[src/hdl/efla_pkg.sv]
`timescale 1ns / 1ps
// Shared types and constants for the line rasterizer.
// No dependencies; every other file of the block imports this package.
package efla_pkg;

    // Width of one coordinate field on the stream ports.
    localparam int FIELD_W   = 6;
    // Input beat: start_x, start_y, end_x, end_y, packed from bit 0 up.
    localparam int S_TDATA_W = 24;
    // Output beat: pixel_x, pixel_y, then zero fill to a whole byte.
    localparam int M_TDATA_W = 16;

    typedef enum logic [1:0] {
        FRONT_IDLE,
        FRONT_DIV,
        FRONT_PUSH
    } front_state_t;

    typedef enum logic {
        BACK_IDLE,
        BACK_RUN
    } back_state_t;

    // Fill status of the command queue between the front and the back.
    typedef struct packed {
        logic full;
        logic empty;
    } queue_status_t;

endpackage

[src/hdl/efla_line_rasterizer_unit.sv]
`timescale 1ns / 1ps
// Line rasterizer top level: front end, command queue and pixel stepper.
// Depends on efla_pkg, efla_front, efla_queue and efla_back.
//
//  Channel  | Direction | Beat carries
//  ---------+-----------+------------------------------------------------
//  s_axis   | in        | one line: start_x, start_y, end_x, end_y
//  m_axis   | out       | one pixel: pixel_x, pixel_y; tlast on the last one
//
// For each line the front end accepts it, runs one divider step per quotient
// bit, and then hands the command to the queue. The back end emits
// |major delta| + 1 beats at one per cycle while m_axis does not stall, and
// takes the next command from the queue in its idle state.
// aresetn is synchronous and active low; it clears the queue and both FSMs.
// A stall on m_axis freezes the stepper only; the front keeps going until
// the two-entry queue is full.
module efla_line_rasterizer_unit #(
    parameter int COORD_BITS = 6,
    parameter int FRAC_BITS  = 16
) (
    input  logic                           aclk,
    input  logic                           aresetn,
    input  logic                           s_axis_tvalid,
    output logic                           s_axis_tready,
    // start_x [5:0], start_y [11:6], end_x [17:12], end_y [23:18]
    input  logic [efla_pkg::S_TDATA_W-1:0] s_axis_tdata,
    output logic                           m_axis_tvalid,
    input  logic                           m_axis_tready,
    // pixel_x [5:0], pixel_y [11:6], zeros [15:12]
    output logic [efla_pkg::M_TDATA_W-1:0] m_axis_tdata,
    output logic                           m_axis_tlast
);
    import efla_pkg::*;

    localparam int CMD_W = 2 + 3 * COORD_BITS + FRAC_BITS + 2;

    queue_status_t    q_status;
    logic             cmd_push, cmd_pop;
    logic [CMD_W-1:0] push_data, pop_data;

    efla_front #(
        .COORD_BITS(COORD_BITS),
        .FRAC_BITS (FRAC_BITS),
        .CMD_W     (CMD_W)
    ) u_front (
        .aclk         (aclk),
        .aresetn      (aresetn),
        .s_axis_tvalid(s_axis_tvalid),
        .s_axis_tready(s_axis_tready),
        .s_axis_tdata (s_axis_tdata),
        .q_status     (q_status),
        .cmd_push     (cmd_push),
        .cmd_data     (push_data)
    );

    efla_queue #(
        .DATA_W(CMD_W),
        .DEPTH (2)
    ) u_queue (
        .aclk     (aclk),
        .aresetn  (aresetn),
        .push     (cmd_push),
        .push_data(push_data),
        .pop      (cmd_pop),
        .pop_data (pop_data),
        .status   (q_status)
    );

    efla_back #(
        .COORD_BITS(COORD_BITS),
        .FRAC_BITS (FRAC_BITS),
        .CMD_W     (CMD_W)
    ) u_back (
        .aclk         (aclk),
        .aresetn      (aresetn),
        .q_status     (q_status),
        .cmd_data     (pop_data),
        .cmd_pop      (cmd_pop),
        .m_axis_tvalid(m_axis_tvalid),
        .m_axis_tready(m_axis_tready),
        .m_axis_tdata (m_axis_tdata),
        .m_axis_tlast (m_axis_tlast)
    );

    // The stepper only takes a command that is really there.
    assert property (@(posedge aclk) disable iff (!aresetn)
        cmd_pop |-> !q_status.empty)
        else $error("command popped from an empty queue");

    // Pixels of one line leave back to back when the sink keeps up.
    assert property (@(posedge aclk) disable iff (!aresetn)
        (m_axis_tvalid && m_axis_tready && !m_axis_tlast) |=> m_axis_tvalid)
        else $error("gap inside a line");

    // A waiting beat holds its pixel until the sink takes it.
    assert property (@(posedge aclk) disable iff (!aresetn)
        (m_axis_tvalid && !m_axis_tready) |=>
            (m_axis_tvalid && $stable(m_axis_tdata) && $stable(m_axis_tlast)))
        else $error("waiting beat changed before it was taken");

endmodule

[src/hdl/efla_front.sv]
`timescale 1ns / 1ps
// Front end: accepts line commands, picks the major axis and computes the
// minor-axis increment with a bit-serial divider. Depends on efla_pkg.
module efla_front #(
    parameter int COORD_BITS = 6,
    parameter int FRAC_BITS  = 16,
    parameter int CMD_W      = 2 + 3 * 6 + 16 + 2
) (
    input  logic                           aclk,
    input  logic                           aresetn,
    input  logic                           s_axis_tvalid,
    output logic                           s_axis_tready,
    input  logic [efla_pkg::S_TDATA_W-1:0] s_axis_tdata,
    input  efla_pkg::queue_status_t        q_status,
    output logic                           cmd_push,
    output logic [CMD_W-1:0]               cmd_data
);
    import efla_pkg::*;

    localparam int C     = COORD_BITS;
    localparam int F     = FRAC_BITS;
    localparam int CNT_W = $clog2(F + 1);
    localparam int INC_W = F + 2;

    front_state_t state_reg, state_next;

    logic [C-1:0]     sx, sy, ex, ey;
    logic [C:0]       dx, dy;
    logic [C-1:0]     adx, ady;
    logic             y_major;

    logic             y_major_reg, step_neg_reg, dmin_neg_reg;
    logic [C-1:0]     maj_start_reg, min_start_reg, divisor_reg;
    logic [C:0]       rem_reg, rem_next;
    logic [F:0]       quot_reg, quot_next;
    logic [CNT_W-1:0] cnt_reg, cnt_next;

    logic             ge;
    logic [C:0]       diff;
    logic [C-1:0]     keep;
    logic [F:0]       quot_eff;
    logic [INC_W-1:0] inc;
    logic             accept;

    assign sx = s_axis_tdata[C-1:0];
    assign sy = s_axis_tdata[FIELD_W+C-1:FIELD_W];
    assign ex = s_axis_tdata[2*FIELD_W+C-1:2*FIELD_W];
    assign ey = s_axis_tdata[3*FIELD_W+C-1:3*FIELD_W];

    assign dx  = {1'b0, ex} - {1'b0, sx};
    assign dy  = {1'b0, ey} - {1'b0, sy};
    assign adx = dx[C] ? C'(-dx) : dx[C-1:0];
    assign ady = dy[C] ? C'(-dy) : dy[C-1:0];
    // Ties go to x as the major axis.
    assign y_major = ady > adx;

    assign accept = s_axis_tvalid && s_axis_tready;

    // One quotient bit per cycle of restoring division. The remainder stays
    // below the divisor, so after the trial subtract it fits in C bits.
    assign ge        = rem_reg >= {1'b0, divisor_reg};
    assign diff      = rem_reg - {1'b0, divisor_reg};
    assign keep      = ge ? diff[C-1:0] : rem_reg[C-1:0];
    assign rem_next  = {keep, 1'b0};
    assign quot_next = {quot_reg[F-1:0], ge};

    // A zero-length line has no step at all.
    assign quot_eff = (divisor_reg == '0) ? '0 : quot_reg;
    assign inc      = dmin_neg_reg ? INC_W'(-{1'b0, quot_eff}) : INC_W'({1'b0, quot_eff});

    assign cmd_data = {y_major_reg, step_neg_reg, maj_start_reg, min_start_reg,
                       divisor_reg, inc};

    always_ff @(posedge aclk) begin
        if (!aresetn) begin
            state_reg <= FRONT_IDLE;
        end else begin
            state_reg <= state_next;
        end
    end

    always_ff @(posedge aclk) begin
        if (accept) begin
            y_major_reg   <= y_major;
            maj_start_reg <= y_major ? sy : sx;
            min_start_reg <= y_major ? sx : sy;
            divisor_reg   <= y_major ? ady : adx;
            step_neg_reg  <= y_major ? dy[C] : dx[C];
            dmin_neg_reg  <= y_major ? dx[C] : dy[C];
            rem_reg       <= {1'b0, (y_major ? adx : ady)};
            quot_reg      <= '0;
            cnt_reg       <= '0;
        end else if (state_reg == FRONT_DIV) begin
            rem_reg  <= rem_next;
            quot_reg <= quot_next;
            cnt_reg  <= cnt_next;
        end
    end

    always_comb begin
        state_next    = state_reg;
        s_axis_tready = 1'b0;
        cmd_push      = 1'b0;
        cnt_next      = cnt_reg + CNT_W'(1);
        unique case (state_reg)
            FRONT_IDLE: begin
                s_axis_tready = 1'b1;
                if (s_axis_tvalid) begin
                    state_next = FRONT_DIV;
                end
            end
            FRONT_DIV: begin
                if (cnt_reg == CNT_W'(F)) begin
                    state_next = FRONT_PUSH;
                end
            end
            FRONT_PUSH: begin
                cmd_push = 1'b1;
                if (!q_status.full) begin
                    state_next = FRONT_IDLE;
                end
            end
            default: begin
                state_next = FRONT_IDLE;
            end
        endcase
    end

endmodule

[src/hdl/efla_queue.sv]
`timescale 1ns / 1ps
// Short command queue that decouples the front end from the pixel stepper.
// Depends on efla_pkg for the status struct.
module efla_queue #(
    parameter int DATA_W = 40,
    parameter int DEPTH  = 2
) (
    input  logic                    aclk,
    input  logic                    aresetn,
    input  logic                    push,
    input  logic [DATA_W-1:0]       push_data,
    input  logic                    pop,
    output logic [DATA_W-1:0]       pop_data,
    output efla_pkg::queue_status_t status
);
    import efla_pkg::*;

    localparam int PTR_W = (DEPTH > 1) ? $clog2(DEPTH) : 1;
    localparam int CNT_W = $clog2(DEPTH + 1);

    logic [DATA_W-1:0] mem [DEPTH];
    logic [PTR_W-1:0]  wr_ptr_reg, rd_ptr_reg;
    logic [CNT_W-1:0]  count_reg;
    logic              do_push, do_pop;

    assign status.full  = count_reg == CNT_W'(DEPTH);
    assign status.empty = count_reg == '0;
    assign do_push      = push && !status.full;
    assign do_pop       = pop && !status.empty;
    assign pop_data     = mem[rd_ptr_reg];

    always_ff @(posedge aclk) begin
        if (do_push) begin
            mem[wr_ptr_reg] <= push_data;
        end
    end

    always_ff @(posedge aclk) begin
        if (!aresetn) begin
            wr_ptr_reg <= '0;
            rd_ptr_reg <= '0;
            count_reg  <= '0;
        end else begin
            if (do_push) begin
                wr_ptr_reg <= (wr_ptr_reg == PTR_W'(DEPTH - 1)) ? '0 : wr_ptr_reg + PTR_W'(1);
            end
            if (do_pop) begin
                rd_ptr_reg <= (rd_ptr_reg == PTR_W'(DEPTH - 1)) ? '0 : rd_ptr_reg + PTR_W'(1);
            end
            if (do_push && !do_pop) begin
                count_reg <= count_reg + CNT_W'(1);
            end else if (do_pop && !do_push) begin
                count_reg <= count_reg - CNT_W'(1);
            end
        end
    end

endmodule

[src/hdl/efla_back.sv]
`timescale 1ns / 1ps
// Back end: steps the major axis and the fixed-point minor accumulator,
// one pixel per beat, into the output register. Depends on efla_pkg.
module efla_back #(
    parameter int COORD_BITS = 6,
    parameter int FRAC_BITS  = 16,
    parameter int CMD_W      = 2 + 3 * 6 + 16 + 2
) (
    input  logic                           aclk,
    input  logic                           aresetn,
    input  efla_pkg::queue_status_t        q_status,
    input  logic [CMD_W-1:0]               cmd_data,
    output logic                           cmd_pop,
    output logic                           m_axis_tvalid,
    input  logic                           m_axis_tready,
    output logic [efla_pkg::M_TDATA_W-1:0] m_axis_tdata,
    output logic                           m_axis_tlast
);
    import efla_pkg::*;

    localparam int C        = COORD_BITS;
    localparam int F        = FRAC_BITS;
    localparam int ACC_W    = C + F;
    localparam int INC_W    = F + 2;
    localparam int SPAN_LSB = INC_W;
    localparam int MIN_LSB  = SPAN_LSB + C;
    localparam int MAJ_LSB  = MIN_LSB + C;
    localparam int STEP_BIT = MAJ_LSB + C;
    localparam int YMAJ_BIT = STEP_BIT + 1;
    localparam logic [F-1:0] HALF_PIXEL = F'(1) << (F - 1);

    back_state_t state_reg, state_next;

    logic                    y_major_reg, step_neg_reg;
    logic [C-1:0]            maj_reg, rem_reg;
    logic [ACC_W-1:0]        acc_reg;
    logic signed [INC_W-1:0] inc_reg;

    logic                    valid_reg, valid_next;
    logic [C-1:0]            px_reg, py_reg;
    logic                    last_reg;

    logic                    load_cmd, emit;
    logic [C-1:0]            minor;

    // Floor of the accumulator, kept to the coordinate width.
    assign minor = acc_reg[ACC_W-1:F];

    assign m_axis_tvalid = valid_reg;
    assign m_axis_tdata  = {(M_TDATA_W - 2 * FIELD_W)'(0), FIELD_W'(py_reg), FIELD_W'(px_reg)};
    assign m_axis_tlast  = last_reg;

    always_ff @(posedge aclk) begin
        if (!aresetn) begin
            state_reg <= BACK_IDLE;
            valid_reg <= 1'b0;
        end else begin
            state_reg <= state_next;
            valid_reg <= valid_next;
        end
    end

    always_ff @(posedge aclk) begin
        if (load_cmd) begin
            y_major_reg  <= cmd_data[YMAJ_BIT];
            step_neg_reg <= cmd_data[STEP_BIT];
            maj_reg      <= cmd_data[MAJ_LSB+C-1:MAJ_LSB];
            acc_reg      <= {cmd_data[MIN_LSB+C-1:MIN_LSB], HALF_PIXEL};
            rem_reg      <= cmd_data[SPAN_LSB+C-1:SPAN_LSB];
            inc_reg      <= cmd_data[INC_W-1:0];
        end else if (emit) begin
            maj_reg <= maj_reg + (step_neg_reg ? {C{1'b1}} : C'(1));
            acc_reg <= acc_reg + ACC_W'(inc_reg);
            rem_reg <= rem_reg - C'(1);
        end
    end

    always_ff @(posedge aclk) begin
        if (emit) begin
            px_reg   <= y_major_reg ? minor : maj_reg;
            py_reg   <= y_major_reg ? maj_reg : minor;
            last_reg <= rem_reg == '0;
        end
    end

    always_comb begin
        state_next = state_reg;
        load_cmd   = 1'b0;
        emit       = 1'b0;
        valid_next = valid_reg && !m_axis_tready;
        unique case (state_reg)
            BACK_IDLE: begin
                if (!q_status.empty) begin
                    load_cmd   = 1'b1;
                    state_next = BACK_RUN;
                end
            end
            BACK_RUN: begin
                if (!valid_reg || m_axis_tready) begin
                    emit       = 1'b1;
                    valid_next = 1'b1;
                    if (rem_reg == '0) begin
                        state_next = BACK_IDLE;
                    end
                end
            end
            default: begin
                state_next = BACK_IDLE;
            end
        endcase
    end

    assign cmd_pop = load_cmd;

endmodule

[config.mk]
export PLATFORM = sky130hd
export DESIGN_NAME = efla_line_rasterizer_unit
export DESIGN_NICKNAME = d
export VERILOG_FILES = /design/src/hdl/efla_pkg.sv /design/src/hdl/efla_line_rasterizer_unit.sv /design/src/hdl/efla_front.sv /design/src/hdl/efla_queue.sv /design/src/hdl/efla_back.sv
export SDC_FILE = /design/constraint.sdc
export NUM_CORES = 1
export LEC_CHECK = 0
export BUFFER_PORTS_ARGS = -buffer_cell sky130_fd_sc_hd__buf_2
export CORE_UTILIZATION = 60
export CTS_BUF_LIST = sky130_fd_sc_hd__clkbuf_2 sky130_fd_sc_hd__clkbuf_4 sky130_fd_sc_hd__clkbuf_8
export DETAILED_ROUTE_END_ITERATION = 10
export GPL_ROUTABILITY_DRIVEN = 0
export PLACE_DENSITY = 0.78
export SYNTH_ARGS = -nofsm -noshare
export SYNTH_HDL_FRONTEND = slang
export SYNTH_SLANG_ARGS = --single-unit
[constraint.sdc]
create_clock -name aclk -period 4.4 [get_ports aclk]
set_input_delay 0.22 -clock aclk [delete_from_list [all_inputs] [get_ports aclk]]
set_output_delay 0.22 -clock aclk [all_outputs]
set_load 0.05 [all_outputs]
Yosys cells after proc, flatten, opt, wreduce, memory -nomap -nowiden. Memory sizes are Yosys's and may differ from the RTL's. A register that Yosys moved wholly into a read port is not among the register bits. Cells that the tools add are included.

$add $sub $neg: 14. Magnitude comparators: 2. Equality and inequality tests: 7. Multiplexer cells: 45. Bitwise operators: 1. Reductions and logical operators: 21.

Operator list (count): $mux W6 (16); $mux W22 (2); $add A22 B22 Y22 (1); $mux W1 (18); $mux W18 (1); $neg A17 Y18 (1); $mux W17 (1); $sub A6 B6 Y7 (2); $logic_not A6 Y1 (2); $neg A6 Y6 (2); $mux W2 (5); $ge A7 B6 Y1 (1); $add A6 B6 Y6 (1); $gt A6 B6 Y1 (1); $logic_and A1 B1 Y1 (6); $logic_not A1 Y1 (6); $ne A2 B2 Y1 const B (3); $pmux W2 S3 (1); $reduce_bool A2 Y1 (3); $sub A6 B1 Y6 const B (1); $sub A6 B6 Y6 (1); $add A5 B1 Y5 const B (1); $eq A5 B5 Y1 const B (1); $eq A2 B2 Y1 const B (2); 9 further kinds (11).

Bits in registers: 125. Memory bits (writable): 76. Output and inout port bits: 19. Memories: 1.

Memory list: u_queue.mem (depth 2, width 38, read ports 1, clocked after memory_dff 1, wr ports 1, RTL line efla_queue.sv:21) `logic [DATA_W-1:0] mem [DEPTH];`.

Longest topological paths before layout. Gate-level depths: netlist of the first run.

Depth in word-level cells: 7. Mapped depth: 17. Mapped depth without buffers: 16.

Modules after synthesis. From an unflattened synthesis of the first run, not the netlist that was laid out.

Cell total of the unflattened synthesis: 976. Area, all modules: 10737.8 um2.

Modules (own cells, without submodules): efla_back (times used 1, cells an instance 381, area each 3936.3 um2, seq. area each 1891.8 um2); efla_front (times used 1, cells an instance 452, area each 3829.9 um2, seq. area each 1311.3 um2); efla_queue (times used 1, cells an instance 143, area each 2971.6 um2, seq. area each 2382.3 um2).

Least setup slack after synthesis of the first run. Ideal clock, no wire load.

Path type: in2reg. Start point: input port s_axis_tdata[12] (netlist name). End point: register u_front.maj_start_reg[4] (data pin). Data arrival time: 3.767 ns. Data required time: 4.133 ns. Path slack: 0.366 ns. Stages on the path: 14. Cell sequence: inv_1 ha_1 fa_1 ha_1 nor2b_1 a311oi_1 mux2_2 mux2_2 ha_1 a211o_1 o21ai_1 clkbuf_1 buf_1 o21ai_0.

Longest elaborated chain between the ends: 5.

Ends and longest elaborated chain: from (decl) (RTL line efla_line_rasterizer_unit.sv:26) `input logic [efla_pkg::S_TDATA_W-1:0] s_axis_tdata,`; $sub A6 B6 Y7 (*) (RTL line efla_front.sv:50) `assign dx = {1'b0, ex} - {1'b0, sx};`; $neg A6 Y6 (RTL line efla_front.sv:52) `assign adx = dx[C] ? C'(-dx) : dx[C-1:0];`; $mux W6 (*) (RTL line efla_front.sv:52); $gt A6 B6 Y1 (*) (RTL line efla_front.sv:55) `assign y_major = ady > adx;`; $mux W6 (*) (RTL line efla_front.sv:85) `maj_start_reg <= y_major ? sy : sx;`; to (signal assigned) (RTL line efla_front.sv:85); to (decl) (RTL line efla_front.sv:33) `logic [C-1:0] maj_start_reg, min_start_reg, divisor_reg;`.

Every way passes the cells marked *; elsewhere a longest branch is shown, timed or not. A chain may end at the register's enable or synchronous reset.

Worst setup path after layout of the first run.
Start point: input port s_axis_tdata[0] (netlist name). End point: register u_front.rem_reg[2] (data pin).

Longest elaborated chain between the ends: 6.

Ends and longest elaborated chain: $sub A6 B6 Y7 (*) (RTL line efla_front.sv:50); $neg A6 Y6 (RTL line efla_front.sv:52); $mux W6 (*) (RTL line efla_front.sv:52); $gt A6 B6 Y1 (RTL line efla_front.sv:55); $mux W6 (*) (RTL line efla_front.sv:90) `rem_reg <= {1'b0, (y_major ? adx : ady)};`; $mux W6 (*) (RTL line efla_front.sv:83) `if (accept) begin`; to (signal assigned) (RTL line efla_front.sv:90); to (signal assigned) (RTL line efla_front.sv:94) `rem_reg <= rem_next;`; to (decl) (RTL line efla_front.sv:34) `logic [C:0] rem_reg, rem_next;`.

Marks and branches as above.

==> flow_summary.toml, run 1 <==
[cells_and_area]
final_area_um2 = 11700
final_util_pct = 69.4
final_common_cell = "edfxtp_1"
final_cells = 1255
multi_input_area_um2 = 4540
fillCellCount = 1218
mostFrequentLayoutCells = "154 x edfxtp_1, 110 x nand2_1, 69 x nor2_1"
synthToLayoutAreaGrowth_pct = 11.7
largest_reg_flops = 76
diodes = 0
drive_above_1_share_pct = 15.2
seqCellArea_um2 = 5590
final_nets = 1100

[setup_path]
cp_slowest_cell = "dlygate4sd3_1"
cp-startpoint = "s_axis_tdata[0]"
cp-start-kind = "input pin"
slowest_delay_ns = 0.53
cp.required_ns = 4.65
r2r_start = "u_back.inc_reg[6]"
r2r_setup_slack_ns = 1.57
critPathArrivalTime_ns = 4.43
end_kind = "flop"
cp_cell_sequence = "dlygate4sd3_1, buf_2, ha_1, fa_1, ha_1, nor2b_1, a311oi_2, mux2_2, mux2_2, ha_1, a211o_1, o21ai_4, buf_4, mux2i_1, mux2_2"
crit_buf_inv = 3
critPathMaxFanout = 8
worstSetupPathType = "in -> reg"
cp_top_family = "adder cells"

[logic_synthesis]
syn_inst = 946
netlist_area_um2 = 10500
synth_area_leaders = "edfxtp_1 44%, dfxtp_1 9.2%, ha_1 6.8%, nand2_1 3.9%, mux2_2 3.8%"
postSynth.asyncResetShare_pct = 0
yosysSeqAreaShare_pct = 53.4
synth_seq_cells = 202
postSynthAreaPerCell_um2 = 11.1
synth_top_cell_by_area = "edfxtp_1"
synth_edf_count = 154
synth_flop_cell = "edfxtp_1"
yosysWarningCount = 0
yosysTopAreaCellShare_pct = 44.2
synthDistinctLibCells = 66

[power]
irDropWorstVdd_mv = 0.545
switching_share_pct = 38.3
leakage_nw = 4.61
seq_power_share_pct = 37.7
power.total_mw = 8.48
power.switching_mw = 3.25
power_density_nw_per_um2 = 726
p_int_mw = 5.23
comb_power_share_pct = 43.0
pwr-share-clk_pct = 19.3

[sta]
max_freq_mhz = 239
setup_violations = 0
timing.final.crit_share_pct = 95.0
fin_worst_skew_ns = 0.0182
rsz0062_at_grt = "false"
slew-limit-headroom_pct = 27.6
hold_violations = 0
setup_tns_ns = 0
tightest_slew_ns = 1.08
fin_crit_ns = 4.18
slew_violations = 0

[clock_network]
cts_tree = "done"
cts_setup_buffers = 0
clock_sinks = 202
clk_latency_ns = 0.51
cts_made_buffers = 35
clk_pin_slew_ns = 0.05
clockBufferDepth = 3
cts_root_buf = "clkbuf_8"
htree_levels = 2

[floorplan]
start_util_pct = 62.2
die_w_um = 134
rows = 47
die_h_um = 134
die-area_um2 = 18000
coreArea_um2 = 16800
pin_count = 47

[global_route]
grt_first_pass_wirelength_mm = 31.8
grt_max_degree = 43
antenna_found_initial = 0
grt_overflow = 0
grt_pass1_vias = 6786
grt_util_all_layers_pct = 22.1

[drt]
first_iter_violations = 390
vias = 7161
first_pass_iters = 5
wl_per_cell_um = 15.6
ant_nets = 0
post-route-drc-count = 0
drt-total-wl_mm = 19.6
viasPerCell = 5.71

[outcome]
status = "complete, no violations"

[worst_hold_path]
hp-class = "in -> reg"
hold_start = "s_axis_tdata[8]"

[flow_run]
drv_cap = 0

[place]
placed_cells = 1184
placed_cell_area_um2 = 10900
dp.final_hpwl_mm = 13.5
io_buffers = 42
## synthesized netlist by cell type, drive strengths merged, types with 6 or more instances
cell type,number
o31ai,7
edfxtp,154
inv,50
buf,8
dfxtp,48
nand4,7
ha,57
nand2,110
xnor2,35
o21ai,66
a211oi,11
mux2i,26
and3,6
a311oi,7
xor2,28
a21oi,51
a31oi,7
clkbuf,32
nand3,6
nand2b,15
a21o,15
nor2,69
nor3,7
mux2,36
nor2b,17
## power by group through the flow
| stage | sequential (mW) | combinational [mW] | clock (mW) |
|---|---|---|---|
| floorplan | 3.20 | 2.75 | 0 |
| global placement | 3.21 | 3.47 | 0 |
| detailed placement | 3.23 | 3.57 | 0 |
| CTS | 3.20 | 3.61 | 1.67 |
| global route | 3.25 | 4.07 | 1.76 |
| finish | 3.20 | 3.64 | 1.64 |
## final cells by class
class	instances	area share, %
Tap cell	220	2.36
Clock buffer	47	4.95
Clock inverter	15	0.868
Multi-Input combinational cell	654	38.9
Timing Repair Buffer	64	3.41
Sequential cell	202	47.8
Inverter	53	1.70
## stage by stage
step	setup WS [ns]	hold WS [ns]
global placement	0.241	0.424
floorplan	0.366	0.393
CTS	0.109	0.00739
finish	0.219	0.0312
detailed placement	0.140	0.431
global route	0.0811	0.0154
## what timing repair did
action	CTS	global route
setup endpoints to repair	0	9
gates resized for setup	0	2
hold endpoints to repair	9	0
hold buffers	9	0
## per-layer routing
metal	GRT usage, %	routed length (um)
met2	36.5	9250
met5	0	0
met3	4.12	943
met1	29.9	9120
met4	6.50	257
## cells by family after synthesis
| logic type | synth area share (%) |
|---|---|
| simple gates | 11.1 |
| flops | 53.4 |
| fa+ha+maj | 7.78 |
| other cells | 0.0359 |
| mux | 6.52 |
| buf+inv | 3.51 |
| compound gates | 12.3 |
| xor+xnor | 5.28 |
## path summary, 6_finish.rpt
check                                                 to  depth (start not counted)
worst max-delay path                  u_front.rem_reg[2]                         15
worst max register to register        u_back.acc_reg[21]                          8
worst min register to register        u_queue.mem[1][37]                          0
worst min-delay path            u_front.min_start_reg[2]                          3
## worst min-delay path: cells and delay by family
kind	cells	cell delay (ns)
buffers and inverters	1	0.09
and+or+nand+nor	1	0.04
AOI/OAI and AO/OA	1	0.06
Note: power is estimated with default switching activity, not from simulation.
==> run 2: changes to the inputs <==
- CELL_PAD_IN_SITES_DETAIL_PLACEMENT: default -> 1
- CELL_PAD_IN_SITES_GLOBAL_PLACEMENT: default -> 2
- CORE_UTILIZATION: 60 -> 43
- PLACE_DENSITY: 0.78 -> default
- PLACE_DENSITY_LB_ADDON: default -> 0.1
- REMOVE_ABC_BUFFERS: default -> 1
- clock period: 4.4 -> 4 ns (I/O delays scaled with it)
==> flow_summary.toml, run 2 (same netlist as run 1, synthesis figures left out) <==
[outcome]
status = "complete, no violations"

[global_route]
antenna_found_initial = 0
grt_first_pass_wirelength_mm = 38.3
grt_pass1_vias = 7551
grt_max_degree = 43
grt_overflow = 0
grt_util_all_layers_pct = 19.7

[setup_path]
r2r_setup_slack_ns = 1.10
reg2reg_to = "u_back.acc_reg[21]"
ff2ff_path_depth = 8
cp-start-kind = "input pin"
r2r_start = "u_back.inc_reg[6]"
crit_end = "u_front.rem_reg[2]"
cp-startpoint = "s_axis_tdata[2]"
worstSetupPathType = "in -> reg"
end_kind = "flop"
critPathArrivalTime_ns = 4.05
cp.required_ns = 4.25
critPathMaxFanout = 6

[clock_network]
clockBufferDepth = 3
clk_latency_ns = 0.52
cts_setup_buffers = 0
htree_levels = 2
cts_tree = "done"
clock_sinks = 202
cts_root_buf = "clkbuf_8"
cts_made_buffers = 37
clk_pin_slew_ns = 0.06

[sta]
fin_crit_ns = 3.81
hold_violations = 0
rsz0062_at_grt = "false"
fin_hold_ws_ns = 0.0357
setup_violations = 0
tightest_slew_ns = 1.14
max_freq_mhz = 263
timing.final.crit_share_pct = 95.1
slew_violations = 0
fin_worst_skew_ns = 0.0201
slew-limit-headroom_pct = 24.0

[drt]
post-route-drc-count = 0
vias = 7167
first_pass_iters = 4
viasPerCell = 5.26
first_iter_violations = 252
drt-total-wl_mm = 23.5
ant_nets = 0
wl_per_cell_um = 17.2

[cells_and_area]
seqCellArea_um2 = 5590
fillCellCount = 2621
largest_reg_flops = 76
drive_above_1_share_pct = 15.6
final_cells = 1363
mostFrequentLayoutCells = "154 x edfxtp_1, 110 x nand2_1, 69 x nor2_1"
multi_input_area_um2 = 4530
diodes = 0
synthToLayoutAreaGrowth_pct = 13.7
final_common_cell = "edfxtp_1"
final_nets = 1107

[floorplan]
die_h_um = 158
pin_count = 47
rows = 56
die_w_um = 158
start_util_pct = 44.1
die-area_um2 = 24900
coreArea_um2 = 23700

[power]
irDropWorstVdd_mv = 0.369
leakage_nw = 4.67
power_density_nw_per_um2 = 808

[place]
dp.final_hpwl_mm = 17.2
placed_cells = 1289
io_buffers = 42

[worst_hold_path]
hp-class = "in -> reg"

[flow_run]
drv_cap = 0
run 2: cell count changes in the layout (fill, tap and decap cells not counted):
cell	before	now
clkbuf_8	36	41
clkinv_1	8	12
clkbuf_4	11	13
clkinvlp_4	3	1
buf_4	13	19
o21ai_2	0	1
o21ai_4	1	0
dlygate4sd3_1	9	8
clkinv_2	6	1
run 2: how the worst min path moves through the flow:
stage	endpoint	startpoint	cells past startpoint
finish	u_front.maj_start_reg[4]	s_axis_tdata[4]	3
global route	u_front.min_start_reg[5]	s_axis_tdata[11]	3
detailed placement	u_queue.mem[1][33]	u_front.maj_start_reg[3]	0
CTS	u_front.maj_start_reg[5]	s_axis_tdata[5]	3
floorplan	u_front.state_reg[0]	s_axis_tvalid	2
global placement	u_queue.mem[0][32]	u_front.maj_start_reg[2]	0
run 2: what timing repair did:
item / CTS / global route
endpoints found under the setup margin: 0 / 1
endpoints found under the hold margin: 7 / 0
hold buffers: 8 / 0
gates resized for setup: 0 / 1
run 2: metrics by stage:
step	utilization [%]	area (um2)	setup TNS (ns)	total power [mW]	setup WS [ns]
2_1_floorplan	-	10300	-20.97	6.50	-1.40
3_3_place_gp	46.7	11100	0	7.49	0.0795
3_5_place_dp	46.7	11100	-0.253	7.72	-0.0733
4_1_cts	50.2	11900	0	9.73	0.160
5_1_grt	50.2	11900	0	10.4	0.0849
6_report	50.2	11900	0	9.61	0.194
run 2: worst max-delay path, cell delays in order:
cell and delay, ns:
dlygate4sd3_1 0.52, buf_2 0.11, inv_1 0.06, ha_1 0.36, and3b_1 0.24, o2111a_1 0.26
a311oi_2 0.28, mux2_2 0.37, mux2_2 0.31, ha_1 0.30, a211o_1 0.28, o21ai_2 0.21
buf_4 0.19, mux2i_1 0.08, mux2_2 0.28
run 2: routing by layer:
| layer | wire (um) | vias to the layer above | track usage (%) |
|---|---|---|---|
| met1 | 11000 | 3488 | 25.5 |
| met4 | 377 | 0 | 5.72 |
| li1 | - | 3568 | - |
| met3 | 705 | 31 | 3.48 |
| met2 | 11400 | 80 | 33.6 |
| met5 | 0 | - | 0 |
run 2: report_power, final:
part / leakage (nW) / total, mW / internal, mW / switching [mW]
clock network: 0.387 / 1.94 / 1.12 / 0.820
logic: 2.46 / 4.13 / 1.66 / 2.46
registers: 1.82 / 3.54 / 3.11 / 0.433
run 2: cell type report:
type                    instances  area share, %
flip-flops and latches        202           47.0
well taps                     319           3.36
repair buffers                 69           3.64
multi-input cells             654           38.1
clock buffers                  54           5.57
inverters                      53           1.67
clock inverters                12          0.642
